<file path="src/rtl/assert_macros.svh">
// Assertion helpers included by the PWM engine RTL.
`ifndef ASSERT_MACROS_SVH
`define ASSERT_MACROS_SVH

// Condition that must hold on every clock out of reset.
`define ASSERT_ALWAYS(label, expr, msg) \
    label: assert property (@(posedge i_clk) disable iff (!i_rst_n) (expr)) \
        else $error(msg);

// Consequent must hold in the cycle after the antecedent.
`define ASSERT_NEXT(label, ante, cons, msg) \
    label: assert property (@(posedge i_clk) disable iff (!i_rst_n) (ante) |=> (cons)) \
        else $error(msg);

`endif

</file>
<file path="src/rtl/lfx_pkg.sv">
package lfx_pkg;

    localparam int NUM_CH = 4;
    localparam int PHASE_W = 6;
    localparam int DIV_W = 10;
    localparam int LEVEL_W = 8;
    localparam int WORD_W = 16;
    localparam int CFG_IDX_W = 3;

    localparam logic [WORD_W-1:0] WORD_RESET = 16'h1F30;
    localparam logic [DIV_W-1:0] DIV_RESET = 10'd200;

    // Register map
    localparam logic [CFG_IDX_W-1:0] REG_LED0 = 3'd0;
    localparam logic [CFG_IDX_W-1:0] REG_LED1 = 3'd1;
    localparam logic [CFG_IDX_W-1:0] REG_LED2 = 3'd2;
    localparam logic [CFG_IDX_W-1:0] REG_LED3 = 3'd3;
    localparam logic [CFG_IDX_W-1:0] REG_DIVIDER = 3'd4;

    // Effect modes
    localparam logic [3:0] MODE_OFF = 4'd0;
    localparam logic [3:0] MODE_ON = 4'd1;
    localparam logic [3:0] MODE_BLINK = 4'd2;
    localparam logic [3:0] MODE_FADE = 4'd3;
    localparam logic [3:0] MODE_INV_A = 4'd4;
    localparam logic [3:0] MODE_INV_B = 4'd5;
    localparam logic [3:0] MODE_SYNC_A = 4'd6;
    localparam logic [3:0] MODE_MIX = 4'd7;

    typedef logic [LEVEL_W-1:0] t_level;

    typedef struct packed {
        t_level step;
        t_level fade;
        t_level level;
    } t_chan_state;

    // Channel whose level a follow mode watches.
    function automatic logic [1:0] follow_src(logic [1:0] ch, logic [3:0] mode);
        logic [1:0] src;
        src = 2'd1;
        case (mode)
            MODE_INV_A, MODE_SYNC_A: begin
                src = (ch == 2'd1) ? 2'd2 : 2'd1;
            end
            MODE_INV_B, MODE_MIX: begin
                src = (ch == 2'd3) ? 2'd2 : 2'd3;
            end
            default: begin
                src = 2'd1;
            end
        endcase
        return src;
    endfunction

    // One effect step of one channel; x is the watched channel's level.
    function automatic t_chan_state chan_update(logic [WORD_W-1:0] word, t_chan_state cur,
                                                logic [1:0] ch, t_level x);
        t_chan_state nxt;
        t_level br;
        logic [3:0] mode;
        logic [4:0] per;
        t_level s;
        t_level f;
        logic [8:0] twice_b;
        logic lit;
        logic on_zero;
        br = word[15:8];
        mode = word[7:4];
        per = {1'b0, word[3:0]} + 5'd1;
        nxt = cur;
        lit = 1'b0;
        on_zero = 1'b0;
        f = cur.fade;
        twice_b = {br, 1'b0};

        // Step counter wraps past twice the period
        s = cur.step + 8'd1;
        if (s > {2'b00, per, 1'b0}) begin
            s = '0;
        end
        nxt.step = s;

        case (mode)
            MODE_OFF: begin
                nxt.level = '0;
            end
            MODE_ON: begin
                nxt.level = br;
            end
            MODE_BLINK: begin
                nxt.level = (s < {3'b000, per}) ? br : '0;
            end
            MODE_FADE: begin
                if (s == '0 || s == {3'b000, per}) begin
                    f = cur.fade + 8'd1;
                    if ({1'b0, f} >= twice_b) begin
                        f = '0;
                    end
                    nxt.fade = f;
                    nxt.level = (f < br) ? f : LEVEL_W'(twice_b - {1'b0, f});
                end
            end
            MODE_INV_A, MODE_INV_B, MODE_SYNC_A, MODE_MIX: begin
                if (ch != 2'd0) begin
                    case (mode)
                        MODE_INV_A, MODE_INV_B: on_zero = 1'b1;
                        MODE_MIX: on_zero = (ch == 2'd1);
                        default: on_zero = 1'b0;
                    endcase
                    lit = on_zero ? (x == '0) : (x != '0);
                    nxt.level = lit ? br : '0;
                end
            end
            default: begin
                nxt.level = cur.level;
            end
        endcase
        return nxt;
    endfunction

endpackage

</file>
<file path="src/rtl/led_effect_pwm_engine.sv">
// Four-channel LED PWM engine with effect sequencer.
// The LED bits of an accepted tick are loaded into the output register as it is accepted.
// Throughput: one tick per cycle while not stalled; the four-channel effect chain is combinational.
// Input stalls only while the output register is full and its consumer stalls.
// Reset (synchronous, active low): phase, counters and levels clear, out valid drops,
// control words return to 0x1F30 and the divider to 200; LED bits are not reset.
module led_effect_pwm_engine #(
    parameter int PWM_TOP = 32
) (
    input  logic        i_clk,
    input  logic        i_rst_n,
    // tick channel
    input  logic        i_in_valid,
    output logic        o_in_stall,
    input  logic        i_advance,
    // result channel
    output logic        o_out_valid,
    input  logic        i_out_stall,
    output logic        o_led0_on,
    output logic        o_led1_on,
    output logic        o_led2_on,
    output logic        o_led3_on,
    // configuration writes
    input  logic        i_cfg_valid,
    output logic        o_cfg_ready,
    input  logic [2:0]  i_cfg_index,
    input  logic [15:0] i_cfg_data
);

`include "assert_macros.svh"

    localparam int NCH = lfx_pkg::NUM_CH;
    localparam logic [lfx_pkg::PHASE_W:0] PHASE_TOP = (lfx_pkg::PHASE_W + 1)'(PWM_TOP);

    logic [lfx_pkg::WORD_W-1:0] r_word [NCH];
    logic [lfx_pkg::DIV_W-1:0]  r_divider;
    logic [lfx_pkg::PHASE_W-1:0] r_phase, n_phase;
    logic [lfx_pkg::DIV_W-1:0]  r_div_count, n_div_count;
    lfx_pkg::t_chan_state       r_chan [NCH];
    lfx_pkg::t_chan_state       n_chan [NCH];
    logic                       r_out_valid;
    logic [NCH-1:0]             r_led, n_led;

    logic                       accept;
    logic                       update_hit;
    logic [lfx_pkg::PHASE_W:0]  phase_inc;
    logic [lfx_pkg::DIV_W:0]    div_inc;

    assign o_cfg_ready = 1'b1;
    assign o_in_stall  = r_out_valid & i_out_stall;
    assign accept      = i_in_valid & ~o_in_stall;

    // Configuration registers
    always_ff @(posedge i_clk) begin
        if (!i_rst_n) begin
            for (int i = 0; i < NCH; i++) begin
                r_word[i] <= lfx_pkg::WORD_RESET;
            end
            r_divider <= lfx_pkg::DIV_RESET;
        end else if (i_cfg_valid && o_cfg_ready) begin
            case (i_cfg_index)
                lfx_pkg::REG_LED0:    r_word[0] <= i_cfg_data;
                lfx_pkg::REG_LED1:    r_word[1] <= i_cfg_data;
                lfx_pkg::REG_LED2:    r_word[2] <= i_cfg_data;
                lfx_pkg::REG_LED3:    r_word[3] <= i_cfg_data;
                lfx_pkg::REG_DIVIDER: r_divider <= i_cfg_data[lfx_pkg::DIV_W-1:0];
                default: ;
            endcase
        end
    end

    // Phase and divider counters
    always_comb begin
        phase_inc = {1'b0, r_phase} + 1'b1;
        n_phase = r_phase;
        if (i_advance) begin
            n_phase = (phase_inc > PHASE_TOP) ? '0 : phase_inc[lfx_pkg::PHASE_W-1:0];
        end
        div_inc = {1'b0, r_div_count} + 1'b1;
        update_hit = i_advance && (div_inc >= {1'b0, r_divider});
        n_div_count = r_div_count;
        if (i_advance) begin
            n_div_count = update_hit ? '0 : div_inc[lfx_pkg::DIV_W-1:0];
        end
    end

    // LED bits compare current levels with the next phase
    always_comb begin
        for (int i = 0; i < NCH; i++) begin
            n_led[i] = r_chan[i].level > {2'b00, n_phase};
        end
    end

    // Effect update in channel order; a watched lower channel gives its new level, a higher one its registered level
    always_comb begin
        lfx_pkg::t_level lv [NCH];
        lfx_pkg::t_level x;
        for (int i = 0; i < NCH; i++) begin
            lv[i] = r_chan[i].level;
        end
        for (int i = 0; i < NCH; i++) begin
            x = lv[lfx_pkg::follow_src(2'(i), r_word[i][7:4])];
            n_chan[i] = lfx_pkg::chan_update(r_word[i], r_chan[i], 2'(i), x);
            lv[i] = n_chan[i].level;
        end
    end

    // State registers
    always_ff @(posedge i_clk) begin
        if (!i_rst_n) begin
            r_phase <= '0;
            r_div_count <= '0;
            for (int i = 0; i < NCH; i++) begin
                r_chan[i] <= '0;
            end
        end else if (accept) begin
            r_phase <= n_phase;
            r_div_count <= n_div_count;
            if (update_hit) begin
                for (int i = 0; i < NCH; i++) begin
                    r_chan[i] <= n_chan[i];
                end
            end
        end
    end

    // Output register
    always_ff @(posedge i_clk) begin
        if (!i_rst_n) begin
            r_out_valid <= 1'b0;
        end else if (accept) begin
            r_out_valid <= 1'b1;
        end else if (!i_out_stall) begin
            r_out_valid <= 1'b0;
        end
    end

    always_ff @(posedge i_clk) begin
        if (accept) begin
            r_led <= n_led;
        end
    end

    assign o_out_valid = r_out_valid;
    assign o_led0_on = r_led[0];
    assign o_led1_on = r_led[1];
    assign o_led2_on = r_led[2];
    assign o_led3_on = r_led[3];

    // Checks
    `ASSERT_ALWAYS(a_phase_range, {1'b0, r_phase} <= PHASE_TOP, "phase beyond PWM top")
    `ASSERT_NEXT(a_report_holds, accept && !i_advance,
        $stable(r_phase) && $stable(r_div_count), "report-only beat changed counters")
    `ASSERT_ALWAYS(a_step_range,
        r_chan[0].step <= 8'd32 && r_chan[1].step <= 8'd32 &&
        r_chan[2].step <= 8'd32 && r_chan[3].step <= 8'd32, "step count out of range")

endmodule
</file>
<file path="config.mk">
export PLATFORM = sky130hd
export DESIGN_NAME = led_effect_pwm_engine
export DESIGN_NICKNAME = d
export VERILOG_FILES = /design/src/rtl/lfx_pkg.sv /design/src/rtl/led_effect_pwm_engine.sv
export VERILOG_INCLUDE_DIRS = /design/src /design/src/rtl
export SDC_FILE = /design/constraint.sdc
export NUM_CORES = 1
export LEC_CHECK = 0
export ABC_CLOCK_PERIOD_IN_PS = 7500
export BUFFER_PORTS_ARGS = -buffer_cell sky130_fd_sc_hd__buf_2
export CAP_MARGIN = 10
export CELL_PAD_IN_SITES_DETAIL_PLACEMENT = 0
export CELL_PAD_IN_SITES_GLOBAL_PLACEMENT = 2
export CORE_MARGIN = 2
export CORE_UTILIZATION = 41
export CTS_BUF_LIST = sky130_fd_sc_hd__clkbuf_8
export CTS_CLUSTER_DIAMETER = 60
export DETAILED_ROUTE_END_ITERATION = 8
export MAX_ROUTING_LAYER = met4
export PLACE_DENSITY_LB_ADDON = 0.2
export SLEW_MARGIN = 20
export SYNTH_ARGS = -nofsm -noshare
export SYNTH_HDL_FRONTEND = slang
export SYNTH_SLANG_ARGS = --single-unit
</file>
<file path="constraint.sdc">
create_clock -name i_clk -period 7.5 [get_ports i_clk]
set_clock_uncertainty 0.15 [all_clocks]
set_input_delay 0.375 -clock i_clk [delete_from_list [all_inputs] [get_ports i_clk]]
set_output_delay 0.375 -clock i_clk [all_outputs]
set_load 0.01 [all_outputs]
</file>
== Word-level counts from Yosys, hierarchy flattened ==
Memory sizes are Yosys's and may differ from the RTL's.
Cells that the tools add are included.

* Bits in registers: 31
* RAM bits: 160
* Word-level logic and storage cells: 223
* Memories: 2

* $add $sub $neg: 18
* Order comparisons: 25
* Equality and inequality tests: 33
* Multiplexer cells: 94
* Bitwise operators: 14
* Reduce and logical (&&, ||, !) cells: 32

{| class="wikitable"
|+ Memory list
! name !! words !! bits a word !! rd ports !! clocked after Yosys merged registers in !! write ports !! line !! text
|-
| r_chan || 4 || 24 || 4 || 0 || 4 || led_effect_pwm_engine.sv:39 || <nowiki>lfx_pkg::t_chan_state r_chan [NCH];</nowiki>
|-
| r_word || 4 || 16 || 4 || 0 || 4 || led_effect_pwm_engine.sv:35 || <nowiki>logic [lfx_pkg::WORD_W-1:0] r_word [NCH];</nowiki>
|}

{| class="wikitable"
|+ Operator list
! cell !! number
|-
| $mux W8 || 37
|-
| $mux W16 || 8
|-
| $pmux W8 S5 || 3
|-
| $mux W24 || 4
|-
| $add A8 B1 Y8 const B || 8
|-
| $gt A8 B6 Y1 || 8
|-
| $logic_not A8 Y1 || 7
|-
| $bmux W8 S2 || 3
|-
| $eq A4 B3 Y1 const B || 12
|-
| $ge A8 B9 Y1 || 4
|-
| $eq A4 B2 Y1 const B || 8
|-
| $eq A8 B5 Y1 || 4
|-
| $lt A8 B5 Y1 || 4
|-
| $lt A8 B8 Y1 || 4
|-
| $mux W1 || 32
|-
| $pmux W8 S4 || 1
|-
| $sub A8 B8 Y8 || 4
|-
| $reduce_bool A8 Y1 || 3
|-
| $add A4 B1 Y5 const B || 4
|-
| $eq A4 B1 Y1 const B || 4
|-
| $logic_not A4 Y1 || 4
|-
| $mux W6 || 2
|-
| $reduce_or A2 Y1 || 6
|-
| $reduce_or A4 Y1 || 3
|-
| 21 further kinds || 39
|}

== Depth between registers and ports, before layout ==
An unclocked memory read counts as a cell.

* Depth in word-level cells: 34
* Mapped depth: 24

== Worst setup path before layout ==
Ideal clock, no wire load.

* Path type: register -> register
* Start point: mem r_chan[1][8] in the netlist's numbering
* End point: mem r_chan[3][0] in the netlist's numbering (data pin)
* Library setup time: 0.256 ns
* Data arrival time: 5.530 ns
* Data required time: 7.094 ns
* Path slack: 1.564 ns
* Stages on the path, launching flop included: 24
* Buffers on the path: 1
* Clock period less this slack: 5.936 ns
* Cell sequence: edfxtp_1 > ha_1 > nand3_1 > xnor2_1 > ha_1 > a211o_1 > a21oi_2 > a2bb2oi_1 > clkbuf_1 > nand2_1 > inv_1 > ha_1 > o21ai_0 > a2111oi_2 > o211a_1 > or2_1 > mux2_2 > a221oi_1 > nand4_2 > nor4_4 > mux2i_1 > a31o_1 > nand3_4 > a22o_1

{| class="wikitable"
|+ RTL lines
! item !! line
|-
| from (decl) || led_effect_pwm_engine.sv:39
|}

==> impl_metrics.toml <==
[clock_network]
ctsHtreeMaxLevel = 4
cts_max_path_buffers = 2
post-cts-setup-buffers = 0
cts_buffers = 17
root_buffer = "clkbuf_8"
cts_hold_buf = 5
cts_tree = "built"
cts_resized = 0
clock-sinks = 191
worstSkewPairLatency_ns = 0.51
clk_pin_slew_worst_paths_ns = 0.11

[critical_path]
cp_num_cells = 23
path_common_cell = "ha_1"
required_ns = 7.61
r2r_cells = 23
path_buf_inv = 2
crit_family = "compound AO/OA/AOI/OAI gates"
worstSetupPathType = "flop to flop"
critical_path.startpoint_type = "flop"
slowest_stage = "a2111oi_2"
crit_arrival_ns = 6.95
critPathMaxStageDelay_ns = 0.55
crit_chain = "ha_1 > nand3_1 > xnor2_1 > ha_1 > a211o_1 > a21oi_2 > a2bb2oi_1 > buf_4 > nand2_1 > inv_1 > ha_1 > nand2_1 > a2111oi_2 > o211a_1 > or2_1 > mux2_2 > a221oi_1 > nand4_2 > nor4_4 > mux2i_1 > a31o_1 > nand3_4 > a22o_1"
worstSetupEndpointType = "flop"
path_max_fanout = 8

[synthesis]
ys_seq_area_frac = 0.3721
yosysUniqueCellTypes = 101
synth_edf_count = 164
async_flop_share = 0
yosys-top-cells-area = "edfxtp_1 34%, ha_1 14%, nor2_1 3.8%"
synthTopCellsByCount = "169 x ha_1, 164 x edfxtp_1, 147 x nor2_1"
yosys_most_used_dff = "edfxtp_1"
syn_inst = 1570
yosysMostFrequentCell = "ha_1"
postSynthAreaPerCell_um2 = 9.355
yosysTopAreaCell = "edfxtp_1"
yosysWarnings = 0
synth_top_area_frac = 0.3353
syn_area_um2 = 14690
ys_ff_latch = 191

[timing]
slew_headroom = 0.2798
fin_crit_sh = 0.9121
hold_viol = 0
fin_crit_ns = 6.841
fmax_ghz = 0.1462
worstMarginPinSlew_ns = 1.080
drv_slew = 0
fin_ws_ns = 0.6590
hold_ws_ns = 0.06577
setup-tns-final_ns = 0
rsz0062_at_grt = "false"
setup_viol = 0

[finish]
antennaDiodeCount = 0
ff_latch_area_um2 = 5465
drive_above_1_share = 0.07759
fillers = 3521
area_growth_pct = 7.574
nNetsFinal = 1809
post-route-util = 0.4463
multi_input_area_um2 = 8638

[routing]
drtPass1Iterations = 5
wl_per_cell_um = 18.86
drt_iter0_markers = 855
drt-vias-per-instance = 5.524
ant_nets = 0
drc = 0
finalWirelength_um = 39310
num_vias = 11520

[placed_design]
place.detailed.hpwl_um = 30300
preCtsSetupSlack_ns = 0.7195
gp_congestion = 0.8729
portBuffers = 30

[global_route]
grt-ovfl-total = 0
grt_pass1_wl_um = 62850
grt_pass1_vias = 11320
grt_max_degree = 38
antenna_found_initial = 0
track_usage = 0.2192

[floorplanning]
die_area_um2 = 37350
start_util = 0.4149
ios = 32
chipHeight_um = 193.3
rows = 69
core_area_um2 = 35400
die_w_um = 193.3

[power_and_ir_drop]
total_leakage_power_nw = 6.476
finalPower_w = 0.002510
pwr_density_cell_nw_per_um2 = 158.9
ir_drop_mv = 0.1066

[hold_path]
hold_class = "input port to flop"
hold_depth = 3

[outcome]
status = "complete, no violations"

[job]
drv_cap = 0
power by group:
group	internal [W]	total [W]	switching, W
combinational	0.000232	0.000578	0.000346
sequential	0.00120	0.00125	0.0000550
clock	0.000241	0.000677	0.000436
worst min-delay path: cells and delay by family:
| family | cells | cell delay, ns |
|---|---|---|
| compound gates | 1 | 0.05 |
| buf+inv | 1 | 0.17 |
| simple gates | 1 | 0.08 |
per-layer routing:
metal,GRT usage,up-vias,part of all wire
met5,-,-,0
met4,0.04354,0,0.0098
met3,0.02406,25,0.040
met2,0.3499,201,0.46
met1,0.3027,5486,0.49
li1,-,5805,-
path summary, 6_finish.rpt:
path / start / endpoint / slack, ns
setup / recovery: r_chan[1][8] / r_chan[3][5] / 0.66
setup reg to reg: r_chan[1][8] / r_chan[3][5] / 0.66
hold reg to reg: r_divider[2] / r_divider[2] / 0.31
hold / removal: i_cfg_data[0] / r_divider[0] / 0.07
registers in the layout, indices dropped and copies added (netlist names):
name and count:
r_led 4, r_phase 6, o_out_valid 1, r_word 64, r_div_count 10, r_divider 10, r_chan 96
per-stage QoR:
step / std cells / instance area (µm²)
2_1_floorplan: 1577 / 14710
3_3_place_gp: 2048 / 15390
3_5_place_dp: 2048 / 15390
4_1_cts: 2085 / 15800
5_1_grt: 2085 / 15800
6_report: 2085 / 15800
kinds of logic (layout without fill, tap and decap cells):
logic type      count (synthesis)  count (layout)  share of synthesized area
simple gates                  597             597                     0.2078
compound gates                349             349                     0.1623
flops                         191             191                     0.3721
fa+ha+maj                     173             173                     0.1494
buf+inv                       153             200                    0.04302
xor+xnor                       86              86                    0.05180
mux                            19              19                    0.01303
other cells                     2               9                  0.0005114
area by class of cell:
cell class | instances | area share
Timing Repair Buffer | 50 | 0.01980
Tap cell | 461 | 0.03651
Multi-Input combinational cell | 1233 | 0.5468
Clock buffer | 17 | 0.01481
Inverter | 118 | 0.02804
Sequential cell | 191 | 0.3459
Clock inverter | 15 | 0.008157
layout by cell type, fill, tap and decap left out, drive strengths merged, types with 29 or more instances in the layout:
cell type and instances:
ha 169, edfxtp 164, nor2 147, nand2 131, inv 128, a21oi 87
o21ai 75, nand3 61, and2 50, or3 46, xor2 45, buf 45
xnor2 41, nand2b 31, o21a 29
Note: power is estimated with default switching activity, not from simulation.
